$ cat src/design/pending_value_match_table_defines.svh
// Assertion macros used by the table design file.
`ifndef PENDING_VALUE_MATCH_TABLE_DEFINES_SVH
`define PENDING_VALUE_MATCH_TABLE_DEFINES_SVH

// Checks that the consequent holds in the same cycle as the antecedent.
`define PVMT_ASSERT_SAME(lbl, ante, cons, msg) \
  lbl: assert property (@(posedge clk) disable iff (!rst_n) (ante) |-> (cons)) else $error(msg);

// Checks that the consequent holds in the cycle after the antecedent.
`define PVMT_ASSERT_NEXT(lbl, ante, cons, msg) \
  lbl: assert property (@(posedge clk) disable iff (!rst_n) (ante) |=> (cons)) else $error(msg);

`endif

$ cat src/design/pvmt_pkg.sv
package pvmt_pkg;

  localparam int SLOT_COUNT      = 8;
  localparam int MAX_VALUE_BYTES = 8;
  localparam int KEY_BITS        = 32;
  localparam int VALUE_BITS      = 64;
  localparam int SIZE_BITS       = 4;
  localparam int IDX_W           = (SLOT_COUNT > 1) ? $clog2(SLOT_COUNT) : 1;

  localparam logic [1:0] OP_REMEMBER = 2'd0;
  localparam logic [1:0] OP_CONSUME  = 2'd1;
  localparam logic [1:0] OP_CLEAR    = 2'd2;

  localparam logic [1:0] STATUS_DONE     = 2'd0;
  localparam logic [1:0] STATUS_BAD_SIZE = 2'd1;
  localparam logic [1:0] STATUS_FULL     = 2'd2;
  localparam logic [1:0] STATUS_NO_MATCH = 2'd3;

  typedef struct packed {
    logic [KEY_BITS-1:0]   key;
    logic [SIZE_BITS-1:0]  size;
    logic [VALUE_BITS-1:0] value;
  } slot_entry_t;

  typedef struct packed {
    logic              wr_en;
    logic [IDX_W-1:0]  wr_addr;
    slot_entry_t       wr_data;
    logic [IDX_W-1:0]  rd_addr;
  } ram_req_t;

  function automatic logic [VALUE_BITS-1:0] byte_mask(input logic [SIZE_BITS-1:0] size);
    logic [VALUE_BITS-1:0] mask;
    mask = '0;
    for (int b = 0; b < VALUE_BITS / 8; b++) begin
      if (SIZE_BITS'(b) < size) begin
        mask[b*8 +: 8] = 8'hff;
      end
    end
    return mask;
  endfunction

endpackage

$ cat src/design/pvmt_slot_ram.sv
module pvmt_slot_ram (
  input  logic                 clk,
  input  pvmt_pkg::ram_req_t   req,
  output pvmt_pkg::slot_entry_t rd_data
);

  pvmt_pkg::slot_entry_t slot_mem [pvmt_pkg::SLOT_COUNT];
  pvmt_pkg::slot_entry_t rd_data_r;

  always_ff @(posedge clk) begin
    if (req.wr_en) begin
      slot_mem[req.wr_addr] <= req.wr_data;
    end
    rd_data_r <= slot_mem[req.rd_addr];
  end

  assign rd_data = rd_data_r;

endmodule

$ cat src/design/pending_value_match_table.sv
// Table of expected values keyed by an opaque key. Each request remembers a value, consumes a
// matching value or clears a key, and returns one status. Slot contents live in a synchronous
// memory read one slot per cycle; valid bits are flip-flops cleared by reset. A remember or
// consume with a bad size, or an unused op, goes straight to the reply; any other request scans
// the slots in order until a matching slot is found or the last slot is read. The slot memory has
// a single read port, so the scan reads one slot at a time. A finished status
// waits in an output register while the next request is accepted.
`include "pending_value_match_table_defines.svh"

module pending_value_match_table (
  input  logic        clk,
  input  logic        rst_n,
  input  logic        in_valid,
  output logic        in_stall,
  input  logic [1:0]  in_op,
  input  logic [31:0] in_key,
  input  logic [63:0] in_value,
  input  logic [3:0]  in_value_size,
  output logic        out_valid,
  input  logic        out_stall,
  output logic [1:0]  out_status
);

  typedef enum logic [2:0] {
    S_IDLE  = 3'b001,
    S_SCAN  = 3'b010,
    S_REPLY = 3'b100
  } state_t;

  localparam logic [pvmt_pkg::IDX_W-1:0] LAST_IDX =
    pvmt_pkg::IDX_W'(pvmt_pkg::SLOT_COUNT - 1);

  state_t                              state_r, state_nxt;
  logic [1:0]                          op_r, op_nxt;
  logic [pvmt_pkg::KEY_BITS-1:0]       key_r, key_nxt;
  logic [pvmt_pkg::VALUE_BITS-1:0]     value_r, value_nxt;
  logic [pvmt_pkg::SIZE_BITS-1:0]      size_r, size_nxt;
  logic [1:0]                          status_r, status_nxt;
  logic [pvmt_pkg::IDX_W-1:0]          addr_r, addr_nxt;
  logic                                rd_vld_r, rd_vld_nxt;
  logic [pvmt_pkg::IDX_W-1:0]          rd_idx_r, rd_idx_nxt;
  logic [pvmt_pkg::SLOT_COUNT-1:0]     valid_r, valid_nxt;
  logic                                out_valid_r, out_valid_nxt;
  logic [1:0]                          out_status_r, out_status_nxt;

  pvmt_pkg::ram_req_t    ram_req;
  pvmt_pkg::slot_entry_t rd_entry;

  logic                       in_acc;
  logic                       bad_size;
  logic                       key_hit;
  logic                       full_hit;
  logic                       scan_last;
  logic                       free_any;
  logic [pvmt_pkg::IDX_W-1:0] free_idx;

  pvmt_slot_ram u_slot_ram (
    .clk     (clk),
    .req     (ram_req),
    .rd_data (rd_entry)
  );

  assign in_stall   = (state_r != S_IDLE);
  assign in_acc     = in_valid && !in_stall;
  assign out_valid  = out_valid_r;
  assign out_status = out_status_r;

  assign bad_size = (in_value_size == '0) ||
                    (in_value_size > pvmt_pkg::SIZE_BITS'(pvmt_pkg::MAX_VALUE_BYTES));

  assign key_hit  = rd_vld_r && valid_r[rd_idx_r] && (rd_entry.key == key_r);
  assign full_hit = key_hit && ((op_r != pvmt_pkg::OP_CONSUME) ||
                    ((rd_entry.size == size_r) && (rd_entry.value == value_r)));
  assign scan_last = rd_vld_r && (rd_idx_r == LAST_IDX);

  always_comb begin
    free_any = 1'b0;
    free_idx = '0;
    for (int i = pvmt_pkg::SLOT_COUNT - 1; i >= 0; i--) begin
      if (!valid_r[i]) begin
        free_any = 1'b1;
        free_idx = pvmt_pkg::IDX_W'(i);
      end
    end
  end

  always_comb begin
    state_nxt      = state_r;
    op_nxt         = op_r;
    key_nxt        = key_r;
    value_nxt      = value_r;
    size_nxt       = size_r;
    status_nxt     = status_r;
    addr_nxt       = addr_r;
    valid_nxt      = valid_r;
    out_valid_nxt  = out_valid_r;
    out_status_nxt = out_status_r;

    ram_req.wr_en         = 1'b0;
    ram_req.wr_addr       = rd_idx_r;
    ram_req.wr_data.key   = key_r;
    ram_req.wr_data.size  = size_r;
    ram_req.wr_data.value = value_r;
    ram_req.rd_addr       = addr_r;

    if (out_valid_r && !out_stall) begin
      out_valid_nxt = 1'b0;
    end

    unique case (state_r)
      S_IDLE: begin
        if (in_acc) begin
          op_nxt    = in_op;
          key_nxt   = in_key[pvmt_pkg::KEY_BITS-1:0];
          value_nxt = in_value & pvmt_pkg::byte_mask(in_value_size);
          size_nxt  = in_value_size;
          addr_nxt  = '0;
          if (((in_op == pvmt_pkg::OP_REMEMBER) || (in_op == pvmt_pkg::OP_CONSUME)) &&
              bad_size) begin
            status_nxt = pvmt_pkg::STATUS_BAD_SIZE;
            state_nxt  = S_REPLY;
          end else if ((in_op == pvmt_pkg::OP_REMEMBER) || (in_op == pvmt_pkg::OP_CONSUME) ||
                       (in_op == pvmt_pkg::OP_CLEAR)) begin
            state_nxt = S_SCAN;
          end else begin
            status_nxt = pvmt_pkg::STATUS_DONE;
            state_nxt  = S_REPLY;
          end
        end
      end
      S_SCAN: begin
        if (addr_r != LAST_IDX) begin
          addr_nxt = addr_r + 1'b1;
        end
        if (full_hit) begin
          status_nxt = pvmt_pkg::STATUS_DONE;
          state_nxt  = S_REPLY;
          if (op_r == pvmt_pkg::OP_REMEMBER) begin
            ram_req.wr_en = 1'b1;
          end else begin
            valid_nxt[rd_idx_r] = 1'b0;
          end
        end else if (scan_last) begin
          state_nxt = S_REPLY;
          if (op_r == pvmt_pkg::OP_REMEMBER) begin
            if (free_any) begin
              ram_req.wr_en       = 1'b1;
              ram_req.wr_addr     = free_idx;
              valid_nxt[free_idx] = 1'b1;
              status_nxt          = pvmt_pkg::STATUS_DONE;
            end else begin
              status_nxt = pvmt_pkg::STATUS_FULL;
            end
          end else if (op_r == pvmt_pkg::OP_CONSUME) begin
            status_nxt = pvmt_pkg::STATUS_NO_MATCH;
          end else begin
            status_nxt = pvmt_pkg::STATUS_DONE;
          end
        end
      end
      S_REPLY: begin
        if (!out_valid_r || !out_stall) begin
          out_valid_nxt  = 1'b1;
          out_status_nxt = status_r;
          state_nxt      = S_IDLE;
        end
      end
      default: begin
        state_nxt = S_IDLE;
      end
    endcase

    rd_vld_nxt = (state_r == S_SCAN) && (state_nxt == S_SCAN);
    rd_idx_nxt = addr_r;
  end

  always_ff @(posedge clk) begin
    if (!rst_n) begin
      state_r     <= S_IDLE;
      rd_vld_r    <= 1'b0;
      valid_r     <= '0;
      out_valid_r <= 1'b0;
    end else begin
      state_r     <= state_nxt;
      rd_vld_r    <= rd_vld_nxt;
      valid_r     <= valid_nxt;
      out_valid_r <= out_valid_nxt;
    end
  end

  always_ff @(posedge clk) begin
    op_r         <= op_nxt;
    key_r        <= key_nxt;
    value_r      <= value_nxt;
    size_r       <= size_nxt;
    status_r     <= status_nxt;
    addr_r       <= addr_nxt;
    rd_idx_r     <= rd_idx_nxt;
    out_status_r <= out_status_nxt;
  end

  `PVMT_ASSERT_NEXT(a_accept_leaves_idle, in_acc, state_r != S_IDLE, "accept stayed idle")
  `PVMT_ASSERT_SAME(a_write_in_scan, ram_req.wr_en, state_r == S_SCAN, "slot write outside scan")
  `PVMT_ASSERT_NEXT(a_write_sets_valid, ram_req.wr_en, valid_r[$past(ram_req.wr_addr)], "not valid")

endmodule

$ cat config.mk
export PLATFORM = sky130hd
export DESIGN_NAME = pending_value_match_table
export DESIGN_NICKNAME = d
export VERILOG_FILES = /design/src/design/pvmt_pkg.sv /design/src/design/pvmt_slot_ram.sv /design/src/design/pending_value_match_table.sv
export VERILOG_INCLUDE_DIRS = /design/src /design/src/design
export SDC_FILE = /design/constraint.sdc
export NUM_CORES = 1
export LEC_CHECK = 0
export BUFFER_PORTS_ARGS = -buffer_cell sky130_fd_sc_hd__buf_4
export CORE_ASPECT_RATIO = 1.4
export CORE_MARGIN = 2
export CORE_UTILIZATION = 45
export DETAILED_ROUTE_END_ITERATION = 16
export HOLD_SLACK_MARGIN = 0.08
export MAX_ROUTING_LAYER = met4
export PLACE_DENSITY = 0.61
export SETUP_SLACK_MARGIN = 0.15
export SLEW_MARGIN = 20
export SYNTH_ARGS = -nofsm -noshare
export SYNTH_HDL_FRONTEND = slang
export SYNTH_HIERARCHICAL = 1
export SYNTH_SLANG_ARGS = --single-unit
$ cat constraint.sdc
create_clock -name clk -period 13.8 [get_ports clk]
set_clock_uncertainty 0.15 [all_clocks]
set_input_delay 2.76 -clock clk [delete_from_list [all_inputs] [get_ports clk]]
set_output_delay 2.76 -clock clk [all_outputs]
set_load 0.02 [all_outputs]
==> metrics.txt <==
outcome=completed; total global-route track usage=19.18%; via count=17040; Synth area leader=edfxtp_1; Synth area leaders=edfxtp_1, mux4_2, dfxtp_1; largest net degree at the start of global routing=137; total power draw=6412 uW; later-pin clock latency in the skew report=0.66 ns; Post-synth EDFFs=909; die area=0.08720 mm^2; post-CTS sizing=0; sum of negative setup slack=0 ns; top cells by count, synth=edfxtp_1, mux4_2, dfxtp_1, mux2_2, xnor2_1; most numerous cell in the Yosys netlist=edfxtp_1; register bit count reported by yosys=1025; startpoint types=flip-flop; crit path max fanout=51; HP Class=reg -> reg; synth warn=6; fillers=6698; Arr. time, crit path=5.56 ns; Area Growth Syn to Fin=13.31%; fin crit share=39.41%; routed wire length=80800 um; Inserted Clock Buffers=93; CP Capture Type=flip-flop; routed vias/inst=5.557; Routability Congestion=0.7986; die width=250.1 um; Seq pwr share=54.9%; share of the synthesized area in the top cell type=71.51%; setup bufs post-CTS=0; Post-Synthesis Cells=1727; CTS root buf=clkbuf_16; Nets=2006; Post-Syn Nets=1835; Starting Density=45.34%; htree depth=3; final worst path period need=5.438 ns; switching share of power=21.27%; clk slew on worst S/H paths=0.06 ns; FP Rows=126; layout cells sized above 1=31.17%; fmax=0.1839 GHz; hpwl dp=44060 um; CTS tree=yes; I/O Pins=110; Residual DRC=0; post-DR wirelength/cell=26.35 um; cts-stage hold buffer count=0; Final Max Tran Viols=0; Max IR drop VDD=0.1099 mV; initial antenna violation count=6; max-cap viol count=0; First DRT Iteration DRCs=1303; Die Height=348.6 um; antenna-violating nets left=0; Port Buffers=109; grt total ovfl=0; Comb power frac=5.0%; Final Hold Viols=0; CTS sink count=1025; Mapped Avg Cell Area=22.10 um^2; Data required, critical path=13.92 ns; Sw Pwr=1364 uW; Core Area=0.08419 mm^2; pwr dens=148.3 mW/mm^2; Post-synth ARST share=0%; leakage=0.01379 uW; critical path class=reg -> reg; clock share of power=40.0%; first-pass GRT wire length=118400 um; Synth Flop Type=edfxtp_1; clk buf depth=3; P_int=5048 uW; Worst-Margin Slew=1.071 ns; Pre-antenna DRT Iters=5; Slew Limit Headroom=28.60%; RSZ-0062 raised after global routing=false; register area share after synthesis=77.60%; Synth cell types=62; synthesized area=0.03817 mm^2; vias in the first global route=18010; final setup violation count=0
==> cell type report <==
class                   instances  area [um^2]  share of cell area [%]
inverters                       8        35.03                 0.08100
clock buffers                 115         2480                   5.734
flip-flops and latches       1025        29620                   68.48
repair buffers                137         1090                   2.520
well taps                    1088         1361                   3.148
multi-input cells             633         8093                   18.71
clock inverters                58        565.5                   1.308
diodes                          3        7.507                 0.01736
==> critical path, cell delays in order, from the launching register on <==
cell,delay (ns)
edfxtp_1,0.50
xor2_1,0.21
nor4_1,0.75
nand3_1,0.31
or4_1,0.56
nor2_1,0.28
o41a_1,0.21
nand2_1,0.21
nor2_4,0.16
buf_4,0.74
buf_4,0.90
==> routing by layer <==
| layer | share of wire [%] | track usage (%) | wire length (um) |
|---|---|---|---|
| met5 | 0 | - | 0 |
| met2 | 51 | 31.98 | 41470 |
| met1 | 41 | 23.91 | 33120 |
| met3 | 4.9 | 3.378 | 3933 |
| met4 | 2.8 | 6.367 | 2273 |
==> cells by family (layout without fill, tap and decap cells) <==
group           Yosys count  in the layout  share of synthesized area (%)
xor+xnor                 99             99                          2.272
other cells               0              3                              0
fa+ha+maj                 2              2                        0.06555
simple gates            179            179                          2.822
flops                  1025           1025                          77.60
mux                     304            304                          14.86
buf+inv                  69            318                          1.390
compound gates           49             49                         0.9899
==> path summary, 6_finish.rpt <==
path / startpoint / endpoint / slack (ns) / cells after the start
setup / recovery: key_r[13] / u_slot_ram/slot_mem[6][50] / 8.36 / 10
hold / removal: status_r[1] / out_status[1] / 0.28 / 0
setup reg to reg: key_r[13] / u_slot_ram/slot_mem[6][50] / 8.36 / 10
hold reg to reg: status_r[1] / out_status[1] / 0.28 / 0
==> power by group through the flow <==
stage	logic, uW	registers (uW)	clock network, uW
6_report	322	3520	2570
2_1_floorplan	221	3570	0
3_3_place_gp	330	3590	0
5_1_grt	345	3530	2740
4_1_cts	332	3520	2630
3_5_place_dp	330	3590	0
==> stage by stage <==
stage	utilization, %	hold slack [ns]	cells	area (um^2)	worst slack [ns]
floorplan	-	0.2221	1727	38170	4.044
global placement	47.70	0.2651	2890	40160	8.190
detailed placement	47.72	0.2581	2890	40170	8.203
CTS	51.33	0.2786	3063	43220	8.184
global route	51.37	0.2818	3067	43250	7.987
finish	51.37	0.2781	3067	43250	8.362
==> flip-flops by register name, indices dropped and copies added (netlist names) <==
signal	flops
out_valid	1
out_status	2
u_slot_ram/rd_data	100
op_r	2
size_r	4
key_r	32
addr_r	3
valid_r	8
u_slot_ram/slot_mem	800
status_r	2
value_r	64
rd_idx_r	3
state_r	3
rd_vld_r	1
==> cells in the final DEF, fill, tap and decap left out, types with 3 or more instances in the layout <==
cell and instances:
a21oi_1 9, a31oi_1 4, and2_1 27, buf_12 3, buf_4 132, bufinv_16 8
clkbuf_1 15, clkbuf_16 93, clkbuf_8 7, clkinv_1 9, clkinv_2 27, clkinvlp_4 5
dfxtp_1 116, diode_2 3, edfxtp_1 909, inv_1 6, inv_6 4, mux2_2 100
mux4_2 200, nand2_1 18, nand2b_1 6, nand3_1 8, nand3b_1 4, nand4_1 17
nor2_1 18, nor2_4 6, nor2b_1 41, nor3_1 6, nor3_2 4, nor4_1 7
nor4_2 4, o211ai_1 3, o21a_1 3, o21ai_0 7, xnor2_1 61, xor2_1 38
Note: power is estimated with default switching activity, not from simulation.
